==> config.mk <==
export PLATFORM = sky130hd
export DESIGN_NAME = array_list_insert_delete_search_flat
export DESIGN_NICKNAME = d
export VERILOG_FILES = /design/src/sv/alids_pkg.sv /design/src/sv/alids_if.sv /design/src/sv/array_list_insert_delete_search.sv /design/src/sv/alids_ram.sv /design/src/flat_wrapper.sv
export SDC_FILE = /design/constraint.sdc
export NUM_CORES = 2
export LEC_CHECK = 0
export BUFFER_PORTS_ARGS = -buffer_cell sky130_fd_sc_hd__clkbuf_2
export CORE_AREA = 2 2 315 317
export CTS_CLUSTER_DIAMETER = 120
export DETAILED_ROUTE_END_ITERATION = 7
export DIE_AREA = 0 0 317 319
export PLACE_DENSITY = 0.65
export SLEW_MARGIN = 20
export SYNTH_ARGS = -nofsm -noshare
export SYNTH_HDL_FRONTEND = slang
export SYNTH_HIERARCHICAL = 1
export SYNTH_SLANG_ARGS = --single-unit
==> constraint.sdc <==
create_clock -name clk -period 5.6 [get_ports clk]
set_input_delay 1.12 -clock clk [delete_from_list [all_inputs] [get_ports clk]]
set_output_delay 1.12 -clock clk [all_outputs]
set_load 0.01 [all_outputs]
==> src/sv/alids_pkg.sv <==
`timescale 1ns / 1ps

package alids_pkg;

  localparam int CAPACITY = 32;
  localparam int VALUE_W  = 32;
  localparam int ADDR_W   = $clog2(CAPACITY);
  localparam int CNT_W    = 6;
  localparam int OP_W     = 3;
  localparam int STATUS_W = 2;

  typedef enum logic [OP_W-1:0] {
    OP_INS_POS  = 3'd0,
    OP_INS_SORT = 3'd1,
    OP_DEL_POS  = 3'd2,
    OP_DEL_VAL  = 3'd3,
    OP_LIN_FIND = 3'd4,
    OP_BIN_FIND = 3'd5
  } op_t;

  typedef enum logic [STATUS_W-1:0] {
    ST_OK        = 2'd0,
    ST_NOT_FOUND = 2'd1,
    ST_FULL      = 2'd2,
    ST_BAD_POS   = 2'd3
  } status_t;

  typedef enum logic [2:0] {
    S_IDLE,
    S_SCAN,
    S_BS_RD,
    S_BS_CMP,
    S_SHIFT,
    S_RESP
  } state_t;

endpackage

==> src/sv/alids_if.sv <==
`timescale 1ns / 1ps

interface alids_req_if import alids_pkg::*; ();
  logic                      valid;
  logic                      ready;
  logic [OP_W-1:0]           operation;
  logic signed [VALUE_W-1:0] value;
  logic [CNT_W-1:0]          position;

  modport source (output valid, output operation, output value, output position,
                  input ready);
  modport sink (input valid, input operation, input value, input position,
                output ready);
endinterface

interface alids_rsp_if import alids_pkg::*; ();
  logic                valid;
  logic                ready;
  logic [STATUS_W-1:0] status;
  logic [CNT_W-1:0]    found_position;
  logic [CNT_W-1:0]    count_after;

  modport source (output valid, output status, output found_position,
                  output count_after, input ready);
  modport sink (input valid, input status, input found_position,
                input count_after, output ready);
endinterface

==> src/sv/array_list_insert_delete_search.sv <==
`timescale 1ns / 1ps

// Packed list of signed words with insert, delete and search requests.
// A request word arrives on req (operation, value, position) and is taken when
// valid and ready are both high; exactly one response word leaves on rsp
// (status, found_position, count_after) for every request.
// The list lives in a single synchronous RAM with a registered read, so each
// request walks the entries through that one read port and one write port.
// Every request is taken in the idle state and loads its response into the
// output register in the response state, which shows it on rsp; in between:
//   linear find, delete by value, sorted insert: read the entries one by one;
//   binary find: a read state and a compare state per halving step; inserts
//   and deletes: the shift state reads the entries to move and writes them back.
// A rejected request (full, bad position) or an unused code goes from the idle
// state straight to the response state.
// One request is worked on at a time; req.ready is high only while the
// sequencer is idle. A finished response sits in an output register, so the
// next request is taken while that word waits for the receiver. If the
// receiver stalls, the sequencer holds its next response until the output
// register is free. Reset clears the entry count and the control state only.

module array_list_insert_delete_search import alids_pkg::*; (
  input  logic        clk,
  input  logic        rst,
  alids_req_if.sink   req,
  alids_rsp_if.source rsp
);

  state_t state, state_next;

  logic [CNT_W-1:0]          count, count_next;
  op_t                       op, op_next;
  logic signed [VALUE_W-1:0] val, val_next;

  // Scan pointer and the slot whose read data is compared this cycle.
  logic [CNT_W-1:0]  idx, idx_next;
  logic              cmp_vld, cmp_vld_next;
  logic [ADDR_W-1:0] cmp_idx, cmp_idx_next;

  // Binary search window [lo, hi) and the probed slot.
  logic [CNT_W-1:0]  lo, lo_next;
  logic [CNT_W-1:0]  hi, hi_next;
  logic [ADDR_W-1:0] mid, mid_next;
  logic [ADDR_W-1:0] mid_c;

  // Shift engine: reads left, source slot, pending write and its target.
  logic [CNT_W-1:0]  rem, rem_next;
  logic [ADDR_W-1:0] src, src_next;
  logic              pend, pend_next;
  logic [ADDR_W-1:0] pend_dst, pend_dst_next;
  logic              up, up_next;
  logic [ADDR_W-1:0] ins_idx, ins_idx_next;

  status_t           res_status, res_status_next;
  logic [CNT_W-1:0]  res_slot, res_slot_next;

  logic                out_valid, out_valid_next;
  logic [STATUS_W-1:0] out_status, out_status_next;
  logic [CNT_W-1:0]    out_slot, out_slot_next;
  logic [CNT_W-1:0]    out_count, out_count_next;

  logic                ram_we;
  logic [ADDR_W-1:0]   ram_waddr;
  logic [VALUE_W-1:0]  ram_wdata;
  logic [ADDR_W-1:0]   ram_raddr;
  logic [VALUE_W-1:0]  rd_data;
  logic                hit;

  alids_ram #(
    .WIDTH (VALUE_W),
    .DEPTH (CAPACITY)
  ) u_ram (
    .clk   (clk),
    .we    (ram_we),
    .waddr (ram_waddr),
    .wdata (ram_wdata),
    .raddr (ram_raddr),
    .rdata (rd_data)
  );

  // A sorted insert stops at the first entry not less than the value; the
  // other scans stop at the first equal entry.
  assign hit = (op == OP_INS_SORT) ? ($signed(rd_data) >= val)
                                   : ($signed(rd_data) == val);

  assign mid_c = ADDR_W'(lo + ((hi - lo) >> 1));

  assign req.ready          = (state == S_IDLE);
  assign rsp.valid          = out_valid;
  assign rsp.status         = out_status;
  assign rsp.found_position = out_slot;
  assign rsp.count_after    = out_count;

  always_comb begin
    state_next      = state;
    count_next      = count;
    op_next         = op;
    val_next        = val;
    idx_next        = idx;
    cmp_vld_next    = 1'b0;
    cmp_idx_next    = cmp_idx;
    lo_next         = lo;
    hi_next         = hi;
    mid_next        = mid;
    rem_next        = rem;
    src_next        = src;
    pend_next       = pend;
    pend_dst_next   = pend_dst;
    up_next         = up;
    ins_idx_next    = ins_idx;
    res_status_next = res_status;
    res_slot_next   = res_slot;
    out_valid_next  = out_valid && !rsp.ready;
    out_status_next = out_status;
    out_slot_next   = out_slot;
    out_count_next  = out_count;
    ram_we          = 1'b0;
    ram_waddr       = pend_dst;
    ram_wdata       = rd_data;
    ram_raddr       = '0;

    unique case (state)
      S_IDLE: begin
        if (req.valid) begin
          op_next         = op_t'(req.operation);
          val_next        = req.value;
          res_status_next = ST_OK;
          res_slot_next   = '0;
          idx_next        = '0;
          pend_next       = 1'b0;
          case (req.operation) inside
            OP_INS_POS: begin
              if (count == CNT_W'(CAPACITY)) begin
                res_status_next = ST_FULL;
                state_next      = S_RESP;
              end else if (req.position == '0 ||
                           req.position > CNT_W'(count + 1'b1)) begin
                res_status_next = ST_BAD_POS;
                state_next      = S_RESP;
              end else begin
                ins_idx_next  = ADDR_W'(req.position - 1'b1);
                rem_next      = CNT_W'(count - req.position + 1'b1);
                src_next      = ADDR_W'(count - 1'b1);
                up_next       = 1'b1;
                res_slot_next = req.position;
                state_next    = S_SHIFT;
              end
            end
            OP_INS_SORT: begin
              if (count == CNT_W'(CAPACITY)) begin
                res_status_next = ST_FULL;
                state_next      = S_RESP;
              end else begin
                state_next = S_SCAN;
              end
            end
            OP_DEL_POS: begin
              if (req.position == '0 || req.position > count) begin
                res_status_next = ST_BAD_POS;
                state_next      = S_RESP;
              end else begin
                rem_next      = CNT_W'(count - req.position);
                src_next      = ADDR_W'(req.position);
                up_next       = 1'b0;
                res_slot_next = req.position;
                state_next    = S_SHIFT;
              end
            end
            OP_DEL_VAL, OP_LIN_FIND: begin
              state_next = S_SCAN;
            end
            OP_BIN_FIND: begin
              lo_next    = '0;
              hi_next    = count;
              state_next = S_BS_RD;
            end
            default: begin
              state_next = S_RESP;
            end
          endcase
        end
      end

      S_SCAN: begin
        if (cmp_vld && hit) begin
          res_slot_next = CNT_W'(cmp_idx) + 1'b1;
          case (op)
            OP_INS_SORT: begin
              ins_idx_next = cmp_idx;
              rem_next     = CNT_W'(count - CNT_W'(cmp_idx));
              src_next     = ADDR_W'(count - 1'b1);
              up_next      = 1'b1;
              state_next   = S_SHIFT;
            end
            OP_DEL_VAL: begin
              rem_next   = CNT_W'(count - CNT_W'(cmp_idx) - 1'b1);
              src_next   = cmp_idx + 1'b1;
              up_next    = 1'b0;
              state_next = S_SHIFT;
            end
            default: begin
              state_next = S_RESP;
            end
          endcase
        end else if (idx == count) begin
          if (op == OP_INS_SORT) begin
            // Nothing is as large: append at the end.
            ins_idx_next  = count[ADDR_W-1:0];
            res_slot_next = CNT_W'(count + 1'b1);
            rem_next      = '0;
            up_next       = 1'b1;
            state_next    = S_SHIFT;
          end else begin
            res_status_next = ST_NOT_FOUND;
            state_next      = S_RESP;
          end
        end else begin
          ram_raddr    = idx[ADDR_W-1:0];
          cmp_idx_next = idx[ADDR_W-1:0];
          cmp_vld_next = 1'b1;
          idx_next     = CNT_W'(idx + 1'b1);
        end
      end

      S_BS_RD: begin
        if (lo < hi) begin
          ram_raddr  = mid_c;
          mid_next   = mid_c;
          state_next = S_BS_CMP;
        end else begin
          res_status_next = ST_NOT_FOUND;
          state_next      = S_RESP;
        end
      end

      S_BS_CMP: begin
        if ($signed(rd_data) == val) begin
          res_slot_next = CNT_W'(mid) + 1'b1;
          state_next    = S_RESP;
        end else begin
          if (val > $signed(rd_data)) begin
            lo_next = CNT_W'(mid) + 1'b1;
          end else begin
            hi_next = CNT_W'(mid);
          end
          state_next = S_BS_RD;
        end
      end

      S_SHIFT: begin
        // Each cycle writes back the word read in the cycle before, two
        // slots away from the one being read now.
        if (pend) begin
          ram_we    = 1'b1;
          ram_waddr = pend_dst;
          ram_wdata = rd_data;
        end
        if (rem != '0) begin
          ram_raddr     = src;
          rem_next      = CNT_W'(rem - 1'b1);
          pend_next     = 1'b1;
          pend_dst_next = up ? src + 1'b1 : src - 1'b1;
          src_next      = up ? src - 1'b1 : src + 1'b1;
        end else if (!pend) begin
          if (up) begin
            ram_we     = 1'b1;
            ram_waddr  = ins_idx;
            ram_wdata  = val;
            count_next = CNT_W'(count + 1'b1);
          end else begin
            count_next = CNT_W'(count - 1'b1);
          end
          state_next = S_RESP;
        end else begin
          pend_next = 1'b0;
        end
      end

      S_RESP: begin
        if (!out_valid || rsp.ready) begin
          out_valid_next  = 1'b1;
          out_status_next = res_status;
          out_slot_next   = res_slot;
          out_count_next  = count;
          state_next      = S_IDLE;
        end
      end

      default: begin
        state_next = S_IDLE;
      end
    endcase
  end

  always_ff @(posedge clk) begin
    if (rst) begin
      state     <= S_IDLE;
      count     <= '0;
      out_valid <= 1'b0;
      cmp_vld   <= 1'b0;
      pend      <= 1'b0;
    end else begin
      state     <= state_next;
      count     <= count_next;
      out_valid <= out_valid_next;
      cmp_vld   <= cmp_vld_next;
      pend      <= pend_next;
    end
  end

  always_ff @(posedge clk) begin
    op         <= op_next;
    val        <= val_next;
    idx        <= idx_next;
    cmp_idx    <= cmp_idx_next;
    lo         <= lo_next;
    hi         <= hi_next;
    mid        <= mid_next;
    rem        <= rem_next;
    src        <= src_next;
    pend_dst   <= pend_dst_next;
    up         <= up_next;
    ins_idx    <= ins_idx_next;
    res_status <= res_status_next;
    res_slot   <= res_slot_next;
    out_status <= out_status_next;
    out_slot   <= out_slot_next;
    out_count  <= out_count_next;
  end

endmodule

==> src/sv/alids_ram.sv <==
`timescale 1ns / 1ps

module alids_ram #(
  parameter int WIDTH = 32,
  parameter int DEPTH = 32
) (
  input  logic                     clk,
  input  logic                     we,
  input  logic [$clog2(DEPTH)-1:0] waddr,
  input  logic [WIDTH-1:0]         wdata,
  input  logic [$clog2(DEPTH)-1:0] raddr,
  output logic [WIDTH-1:0]         rdata
);

  logic [WIDTH-1:0] mem [DEPTH];

  always_ff @(posedge clk) begin
    if (we) begin
      mem[waddr] <= wdata;
    end
    rdata <= mem[raddr];
  end

endmodule

==> src/flat_wrapper.sv <==
// flat-port wrapper written by rule: the top's interface ports become plain ports
module array_list_insert_delete_search_flat import alids_pkg::*;
  (clk, rst, req_valid, req_operation, req_value, req_position, req_ready, rsp_valid, rsp_status, rsp_found_position, rsp_count_after, rsp_ready);
  alids_req_if req_i ();
  alids_rsp_if rsp_i ();
  input  logic clk;
  input  logic rst;
  input wire logic [$bits(req_i.valid)-1:0] req_valid;
  input wire logic [$bits(req_i.operation)-1:0] req_operation;
  input wire logic [$bits(req_i.value)-1:0] req_value;
  input wire logic [$bits(req_i.position)-1:0] req_position;
  output wire logic [$bits(req_i.ready)-1:0] req_ready;
  output wire logic [$bits(rsp_i.valid)-1:0] rsp_valid;
  output wire logic [$bits(rsp_i.status)-1:0] rsp_status;
  output wire logic [$bits(rsp_i.found_position)-1:0] rsp_found_position;
  output wire logic [$bits(rsp_i.count_after)-1:0] rsp_count_after;
  input wire logic [$bits(rsp_i.ready)-1:0] rsp_ready;
  assign req_i.valid = req_valid;
  assign req_i.operation = req_operation;
  assign req_i.value = req_value;
  assign req_i.position = req_position;
  assign req_ready = req_i.ready;
  assign rsp_valid = rsp_i.valid;
  assign rsp_status = rsp_i.status;
  assign rsp_found_position = rsp_i.found_position;
  assign rsp_count_after = rsp_i.count_after;
  assign rsp_i.ready = rsp_ready;
  array_list_insert_delete_search u_core (.clk(clk), .rst(rst), .req(req_i), .rsp(rsp_i));
endmodule
==> reports/metrics.cfg <==
[worst_setup_path]
critPathCaptureType = register
required_ps = 6200
path_cells = ha_1 -> a21oi_1 -> o21ai_0 -> a22oi_1 -> o211ai_2 -> mux2i_1 -> o31ai_4 -> nand3_2 -> o21ai_0 -> or2_2 -> buf_4 -> nor3_1 -> a31oi_1 -> nand3_1
crit_top_cell = o21ai_0
r2r-start = u_core/val[17]
startpoint = u_core/val[17]
cpMaxStageDelayCell = or2_2
worstSetupStartpointType = register
cp.arrival_ps = 5610
r2r_end = u_core/u_ram/rdata[1]
worstSetupPathType = reg2reg
r2r_slack_ps = 590
crit_path_end = u_core/u_ram/rdata[1]
rr_worst_depth = 14
slowest_delay_ps = 720
critical_path.max_fanout = 16

[floorplanning]
dieArea_um2 = 101000
start_util = 0.498
core.rowCount = 115
die_y_um = 319
pin_count = 61
core_um2 = 97700
die_w_um = 317

[pwr]
p_per_area_nw_per_um2 = 490
netSwitchingFraction = 0.310
intPower_mw = 18.7
clock_power_share = 0.300
peakVddDrop_uv = 276
p_leak_nw = 18.2
comb_power_share = 0.271
pwr-share-seq = 0.428
power.switching_mw = 8.40

[sta]
fmax_mhz = 200
worst_slack_ps = 588
period_share = 0.895
fin_tns_setup_ps = 0
finalHoldViolations = 0
finalClockSkew_ps = 37.3
tightest_slew_ps = 962
setup_viol = 0
relSlewSlack = 0.357
grt_setup_unrepaired = false
period_needed_ps = 5010
slew_viol_final = 0

[synthesis]
synth_top_cell_area_share = 0.698
synth-edff-count = 1131
syn_avg_cell_area_um2 = 15.9
synth_top_family_by_area = multiplexers
synth_area_leaders = edfxtp_1 70%, mux2i_1 11%, ha_1 1.9%, dfxtp_1 1.8%, a22oi_1 1.6%
synth_compound_area_frac = 0.0616
async_reset_ff_frac = 0
synth.distinct_cells = 67
synth-seq-cells = 1175
synth_area_leader_cell = edfxtp_1
yosysWarnings = 6
synthXorXnorAreaFrac = 0.0122
synthesis.area_um2 = 48600
synthSimpleGateAreaFrac = 0.0470
synth_fp_nets = 3172
synthFlopType = edfxtp_1
synthCells = 3051
synth.mux.area_fraction = 0.118
synth_seq_area_share = 0.716
synthAdderAreaFrac = 0.0202

[layout]
nets = 3323
design_area_um2 = 55400
final_cells = 4591
layout-drive-gt1-share = 0.144
layout_common_cells = 1131 x edfxtp_1, 529 x mux2i_1, 158 x nand2_1, 143 x a21oi_1, 118 x clkbuf_16
area_growth_pct = 13.9
antenna_cells = 0
utilization = 0.567
layout.cells.most_common = edfxtp_1

[outcome]
status = completed

[place]
io_buffers = 60
place_congestion = 0.881
dpl_cell_area_um2 = 51300
placedCellCount = 4372
dp_hpwl_mm = 73.9
pre_cts_ws_ps = 675

[detailed_routing]
route.vias.total = 27900
finalWirelength_mm = 128
drt_pass1_iterations = 6
wire_per_inst_um = 28.0
postRouteAntennaNets = 0
drc = 0
first_iter_violations = 3112
viasPerCell = 6.07

[clock_tree]
cts_setup_buffers = 0
cts_buffers = 115
clock-root-buffer = clkbuf_16
cts_resized = 0
cts_hold_buffers = 0
clock_latency_ps = 720
clk_path_buf_depth = 3
clock_sinks = 1175
cts_tree = built
htreeDepth = 3
clkSlewWorstSetupHoldPaths_ps = 70

[flow_run]
max-cap-violations = 0

[global_route]
met1_usage = 0.357
antenna_found_initial = 1
overflow = 0
use_met2 = 0.402
grt_use_total = 0.254
grt_pass1_vias = 27500
grt_busiest_layer = met2
grt_pass1_wl_mm = 187
met3_usage = 0.0417
grt_max_degree = 90

[min_path]
min_path_type = reg2reg

-- through the flow --
step                hold WS [ps]  power [mW]
detailed placement           405        19.1
floorplan                    400        16.7
finish                       418        27.1
global route                 428        28.2
CTS                          419        27.2
global placement             403        18.9
-- power groups by stage --
stage | clock network, mW | logic (mW) | registers [mW]
2_1_floorplan | 0 | 5.09 | 11.6
3_5_place_dp | 0 | 7.29 | 11.8
4_1_cts | 8.26 | 7.33 | 11.6
5_1_grt | 8.60 | 7.95 | 11.6
3_3_place_gp | 0 | 7.11 | 11.8
6_report | 8.15 | 7.36 | 11.6
-- registers in the layout (all words and copies together) (netlist names), 6 cells and up --
register,count
u_core/idx,6
u_core/u_ram/mem,1024
u_core/rem,6
u_core/u_ram/rdata,32
u_core/rsp.count_after,6
u_core/rsp.found_position,6
u_core/lo,6
u_core/hi,6
u_core/val,32
u_core/res_slot,6
u_core/count,6
-- worst min path at each step --
stage | cells after the start | slack, ps | endpoint | startpoint
CTS | 0 | 420 | u_core/rsp.found_position[4] | u_core/res_slot[4]
floorplan | 0 | 400 | u_core/rsp.found_position[0] | u_core/res_slot[0]
finish | 0 | 420 | u_core/rsp.found_position[4] | u_core/res_slot[4]
detailed placement | 0 | 400 | u_core/rsp.found_position[4] | u_core/res_slot[4]
global route | 0 | 430 | u_core/rsp.found_position[5] | u_core/res_slot[5]
global placement | 0 | 400 | u_core/rsp.found_position[0] | u_core/res_slot[0]
-- cells by family (layout without fill, tap and decap cells) --
| family | count (synthesis) | count (layout) |
|---|---|---|
| and+or+nand+nor | 481 | 481 |
| adders and majority gates | 76 | 76 |
| muxes | 568 | 568 |
| AOI/OAI and AO/OA | 442 | 442 |
| xor gates and xnor gates | 68 | 68 |
| buffers and inverters | 241 | 494 |
| DFF | 1175 | 1175 |
-- final cells by class --
class,count,area (um^2)
well taps,1287,1610
fillers,7378,42300
multi-input cells,1635,12900
flip-flops and latches,1175,34800
clock buffers,155,3260
inverters,85,319
clock inverters,64,786
repair buffers,190,1680
-- synthesized netlist by cell type, drive strengths merged (4+ instances only) --
| cell type | count |
|---|---|
| nand3b | 6 |
| fa | 4 |
| ha | 72 |
| buf | 90 |
| nor4 | 6 |
| a21o | 16 |
| o31ai | 4 |
| a22oi | 102 |
| o221ai | 9 |
| nor2b | 9 |
| a211oi | 9 |
| dfxtp | 44 |
| o21ai | 30 |
| edfxtp | 1131 |
| xnor2 | 39 |
| clkbuf | 66 |
| and2 | 8 |
| nand3 | 111 |
| mux2 | 39 |
| inv | 85 |
| and3 | 7 |
| nor2 | 86 |
| nand2 | 161 |
| or3 | 4 |
| o21bai | 4 |
| a21oi | 143 |
| nand2b | 12 |
| xor2 | 29 |
| mux2i | 529 |
| o211ai | 5 |
| nand4 | 13 |
| a22o | 64 |
| nor3 | 43 |
| a31oi | 37 |
-- metal layers --
metal	vias to the layer above	share of wire
met4	2	0.032
met3	234	0.081
met1	14300	0.42
met2	1223	0.47
met5	-	0.000055
li1	12100	-
-- worst max-delay path: cells and delay by family, from the launching register on --
kind	cells	cell delay (ps)
AND/OR/NAND/NOR	4	1230
adder cells (fa/ha/maj)	1	350
multiplexers	1	250
AO/OA/AOI/OAI	7	2280
flip-flops	1	430
buffers and inverters	1	360
No activity file was read; power rests on OpenSTA's default activity.
